## src/hdl/cdq_pkg.sv

```systemverilog
// shared types, codes and defaults for the circular deque
`timescale 1ns / 1ps
`default_nettype none

package cdq_pkg;

    localparam int DEPTH_DEF = 128;
    localparam int DATA_W    = 32;
    localparam int OP_W      = 3;
    localparam int STATUS_W  = 2;
    localparam int CFG_W     = 8;
    localparam int CAP_RST   = 128;

    localparam logic [OP_W-1:0] OP_PUSH_FRONT = 3'd0;
    localparam logic [OP_W-1:0] OP_PUSH_REAR  = 3'd1;
    localparam logic [OP_W-1:0] OP_POP_FRONT  = 3'd2;
    localparam logic [OP_W-1:0] OP_POP_REAR   = 3'd3;
    localparam logic [OP_W-1:0] OP_PEEK       = 3'd4;

    localparam logic [STATUS_W-1:0] ST_OK        = 2'd0;
    localparam logic [STATUS_W-1:0] ST_OVERFLOW  = 2'd1;
    localparam logic [STATUS_W-1:0] ST_UNDERFLOW = 2'd2;

    typedef enum logic [2:0] {
        S_IDLE,
        S_EXEC,
        S_RD_FRONT,
        S_RD_REAR,
        S_CAPTURE,
        S_RESP
    } state_t;

    typedef enum logic [1:0] {
        RD_POP,
        RD_FRONT,
        RD_REAR
    } rd_sel_t;

    typedef struct packed {
        logic    latch;
        logic    exec;
        logic    cap_pop;
        logic    cap_front;
        logic    cap_rear;
        rd_sel_t rd_sel;
    } cmd_t;

endpackage

`default_nettype wire

```

## src/hdl/cdq_ctrl.sv

```systemverilog
// controller state machine sequencing one deque transaction
`timescale 1ns / 1ps
`default_nettype none

module cdq_ctrl (
    input  wire logic          clk,
    input  wire logic          rst_n,
    input  wire logic          start,
    output logic               busy,
    output logic               done,
    output cdq_pkg::cmd_t      cmd
);

    cdq_pkg::state_t state_reg;
    cdq_pkg::state_t state_next;
    logic            accept;

    assign accept = start && !busy;

    always_ff @(posedge clk or negedge rst_n)
    begin
        if (!rst_n)
        begin
            state_reg <= cdq_pkg::S_IDLE;
        end
        else
        begin
            state_reg <= state_next;
        end
    end

    always_comb
    begin
        state_next = state_reg;
        unique case (state_reg)
            cdq_pkg::S_IDLE:
            begin
                if (start)
                begin
                    state_next = cdq_pkg::S_EXEC;
                end
            end
            cdq_pkg::S_EXEC:     state_next = cdq_pkg::S_RD_FRONT;
            cdq_pkg::S_RD_FRONT: state_next = cdq_pkg::S_RD_REAR;
            cdq_pkg::S_RD_REAR:  state_next = cdq_pkg::S_CAPTURE;
            cdq_pkg::S_CAPTURE:  state_next = cdq_pkg::S_RESP;
            cdq_pkg::S_RESP:     state_next = cdq_pkg::S_IDLE;
            default:             state_next = cdq_pkg::S_IDLE;
        endcase
    end

    always_comb
    begin
        busy          = 1'b1;
        done          = 1'b0;
        cmd.latch     = 1'b0;
        cmd.exec      = 1'b0;
        cmd.cap_pop   = 1'b0;
        cmd.cap_front = 1'b0;
        cmd.cap_rear  = 1'b0;
        cmd.rd_sel    = cdq_pkg::RD_POP;
        unique case (state_reg)
            cdq_pkg::S_IDLE:
            begin
                busy      = 1'b0;
                cmd.latch = start;
            end
            cdq_pkg::S_EXEC:
            begin
                cmd.exec   = 1'b1;
                cmd.rd_sel = cdq_pkg::RD_POP;
            end
            cdq_pkg::S_RD_FRONT:
            begin
                cmd.cap_pop = 1'b1;
                cmd.rd_sel  = cdq_pkg::RD_FRONT;
            end
            cdq_pkg::S_RD_REAR:
            begin
                cmd.cap_front = 1'b1;
                cmd.rd_sel    = cdq_pkg::RD_REAR;
            end
            cdq_pkg::S_CAPTURE:
            begin
                cmd.cap_rear = 1'b1;
            end
            cdq_pkg::S_RESP:
            begin
                done = 1'b1;
            end
            default:
            begin
                busy = 1'b1;
            end
        endcase
    end

    // every accepted transaction answers after a fixed latency
    a_latency: assert property (@(posedge clk) disable iff (!rst_n)
        accept |-> ##5 done)
        else $error("result strobe missing after accepted transaction");

    a_done_single: assert property (@(posedge clk) disable iff (!rst_n)
        done |=> !done && !busy)
        else $error("result strobe longer than one cycle");

endmodule

`default_nettype wire

```

## config.mk

```make
export PLATFORM = sky130hd
export DESIGN_NAME = cdq_ctrl
export DESIGN_NICKNAME = d
export VERILOG_FILES = /design/src/hdl/cdq_pkg.sv /design/src/hdl/cdq_ctrl.sv
export SDC_FILE = /design/constraint.sdc
export NUM_CORES = 1
export LEC_CHECK = 0
export BUFFER_PORTS_ARGS = -buffer_cell sky130_fd_sc_hd__buf_2
export CAP_MARGIN = 20
export CORE_AREA = 2 2 39 41
export DETAILED_ROUTE_END_ITERATION = 12
export DIE_AREA = 0 0 41 43
export GPL_TIMING_DRIVEN = 0
export SYNTH_ARGS = -nofsm -noshare
export SYNTH_HDL_FRONTEND = slang
export SYNTH_SLANG_ARGS = --single-unit
```

## constraint.sdc

```tcl
create_clock -name clk -period 2.08 [get_ports clk]
set_input_delay 0.208 -clock clk [delete_from_list [all_inputs] [get_ports clk]]
set_output_delay 0.208 -clock clk [all_outputs]
set_load 0.05 [all_outputs]
```

==> key figures <==
Logic synthesis
  – Post-synthesis register bit count: 3
  – Synthesized cell area: 209 sq um
  – YS warnings: 0
  – Net Count, Synth: 25
  – Synth cell types: 14
  – Cells after synthesis: 22
  – Sequential-to-total area share from yosys stat: 0.359
  – Post-Syn Area per Cell: 9.50 sq um

Detailed routing
  – Routed via count: 195
  – DRC viols: 0
  – Drt total wl: 431 um
  – Initial drt markers: 1
  – Routed Antenna Nets: 0
  – Via-per-instance ratio: 3.61
  – DRT Pass-1 Iters: 2
  – Drt wl/cell: 7.98 um

Setup path
  – Cells on worst reg2reg path: 3
  – Critical-path maximum fanout: 10
  – CP max-delay cell: or3_4
  – Worst Setup SP: state_reg[1]$_DFFE_PN0P_
  – WP depth: 4
  – Crit path max-delay family: simple AND/OR/NAND/NOR gates
  – CP Capture Type: output port
  – Critical Path Max Stage Delay: approximately 380 ps
  – CP Data Arrival Time: 1440 ps
  – CP Class: register to output port
  – Worst EP required: 1870 ps
  – Critical-path cell list: buf_6, or3_4, nor2_2, buf_2
  – Worst R2R Start: state_reg[1]$_DFFE_PN0P_
  – Startpoint Class: register
  – Buffers and inverters on the worst path: 2

Timing
  – Setup Skew: 1.24 ps
  – Setup_tns: 0 ps
  – Post-route minimum period: 1650 ps
  – Worst rel slew slack: 0.840
  – WHS: 308 ps
  – Fin crit share: 0.791
  – Post-route setup slack: 434 ps
  – RSZ-0062 raised after global routing: false
  – Final Setup Violations: 0
  – Final Hold Viols: 0
  – Worst Max-Slew Pin Slew: 239 ps
  – Max-slew violation count: 0
  – Fmax: 608 MHz

Final layout
  – Layout area overhead: 53.3%
  – Final Non-Filler Cells: 54
  – N_diodes: 0
  – Max reg flops: 3
  – Share of layout cells above drive strength 1: 0.553
  – Final #Nets: 42

Clock tree
  – CTS Buf Count: 3
  – Longest Clk Path Bufs: 2
  – Clock sink total: 3
  – Clock transition at path regs: 40 ps
  – Setup Buffers After CTS: 0
  – CTS tree: built
  – Clk root buf: clkbuf_4
  – Worst skew pair latency: 230 ps
  – H-tree levels: 1

Global routing
  – Initial antenna violation count: 0
  – GRT Residual Overflow: 0
  – First-pass GRT wire length: 683 um
  – Largest net degree at the start of global routing: 11
  – Vias in the first global route: 172
  – Total Routing Usage GR: 0.0683

Place
  – IO buf count: 11
  – Final HPWL DP: between 200 and 300 um
  – Routability cong.: 0.604
  – Worst slack, placed: 667 ps
  – DP Cell Count: 49

Floorplan
  – Io pins: 12
  – Die H: 43 um
  – Placeable Area: 1380 sq um
  – Die area: 1760 sq um
  – Die width: ~41 um
  – Row count: 14
  – Initial Utilization: 0.151

Run
  – Max-cap violations: 0

Outcome
  – Status: complete, no violations

Worst hold path
  – Hold Path Class: input port to asynchronous set/reset pin
==> placed cells by master, fill, tap and decap left out, types with 2 or more instances in the layout <==
cell      synthesis  routed
nor3b_1           4       4
dfrtp_1           3       3
nor2_1            2       2
buf_4             3       3
buf_2             0      11
clkbuf_4          0       3
==> per-stage QoR <==
| stage | instance area (sq um) | utilization |
|---|---|---|
| 3_3_place_gp | 284 | 0.205 |
| 4_1_cts | 320 | 0.231 |
| 5_1_grt | 320 | 0.231 |
| 6_report | 320 | 0.231 |
| 2_1_floorplan | 209 | - |
| 3_5_place_dp | 284 | 0.205 |
==> metal layers <==
metal / vias up / share of wire / track usage
li1: 105 / - / -
met1: 77 / 0.46 / 0.0645
met3: 2 / 0.11 / 0.0314
met4: 0 / 0.044 / 0.120
met5: - / 0 / 0
met2: 11 / 0.38 / 0.0750
==> Yosys cell counts <==
library cell  number  share of area
nand2_1            1          0.018
nor2_2             1          0.030
nor3_1             1          0.024
and3b_2            1          0.048
buf_4              3           0.11
nor3b_1            4           0.14
a211oi_1           1          0.036
or3_4              1          0.054
xnor2_1            1          0.042
inv_1              1          0.018
dfrtp_1            3           0.36
buf_6              1          0.054
nor2_1             2          0.036
or2_1              1          0.030
==> cell type report <==
type | instances | area [sq um]
fillers | 151 | 1060
well taps | 16 | 20.0
flip-flops and latches | 3 | 75.1
multi-input cells | 14 | 96.3
inverters | 1 | 3.75
repair buffers | 12 | 65.1
clock buffers | 4 | 26.3
plain buffers | 4 | 33.8
==> cells by family (layout without fill, tap and decap cells) <==
logic type,Yosys count,after routing,share of synthesized area
flip-flops,3,3,0.359
AO/OA/AOI/OAI,1,1,0.0359
XOR/XNOR,1,1,0.0419
buffers and inverters,5,21,0.180
AND/OR/NAND/NOR,12,12,0.383
==> path summary, 6_finish.rpt <==
check	to	slack [ps]
setup / recovery	cmd[6]	430
hold / removal	state_reg[0]$_DFFE_PN0P_	310
setup reg to reg	state_reg[2]$_DFFE_PN0P_	1050
hold reg to reg	state_reg[1]$_DFFE_PN0P_	550
max in group asynchronous	state_reg[2]$_DFFE_PN0P_	1670
min in group clk	state_reg[0]$_DFFE_PN0P_	330
==> what timing repair did <==
item                                   in CTS  in global routing
endpoints found under the hold margin       3                  0
hold buffers                                1                  0
gates resized for setup                     0                  0
Power is not shown: default switching activity piles up to over one toggle a cycle in this logic, so the estimate is an artifact.
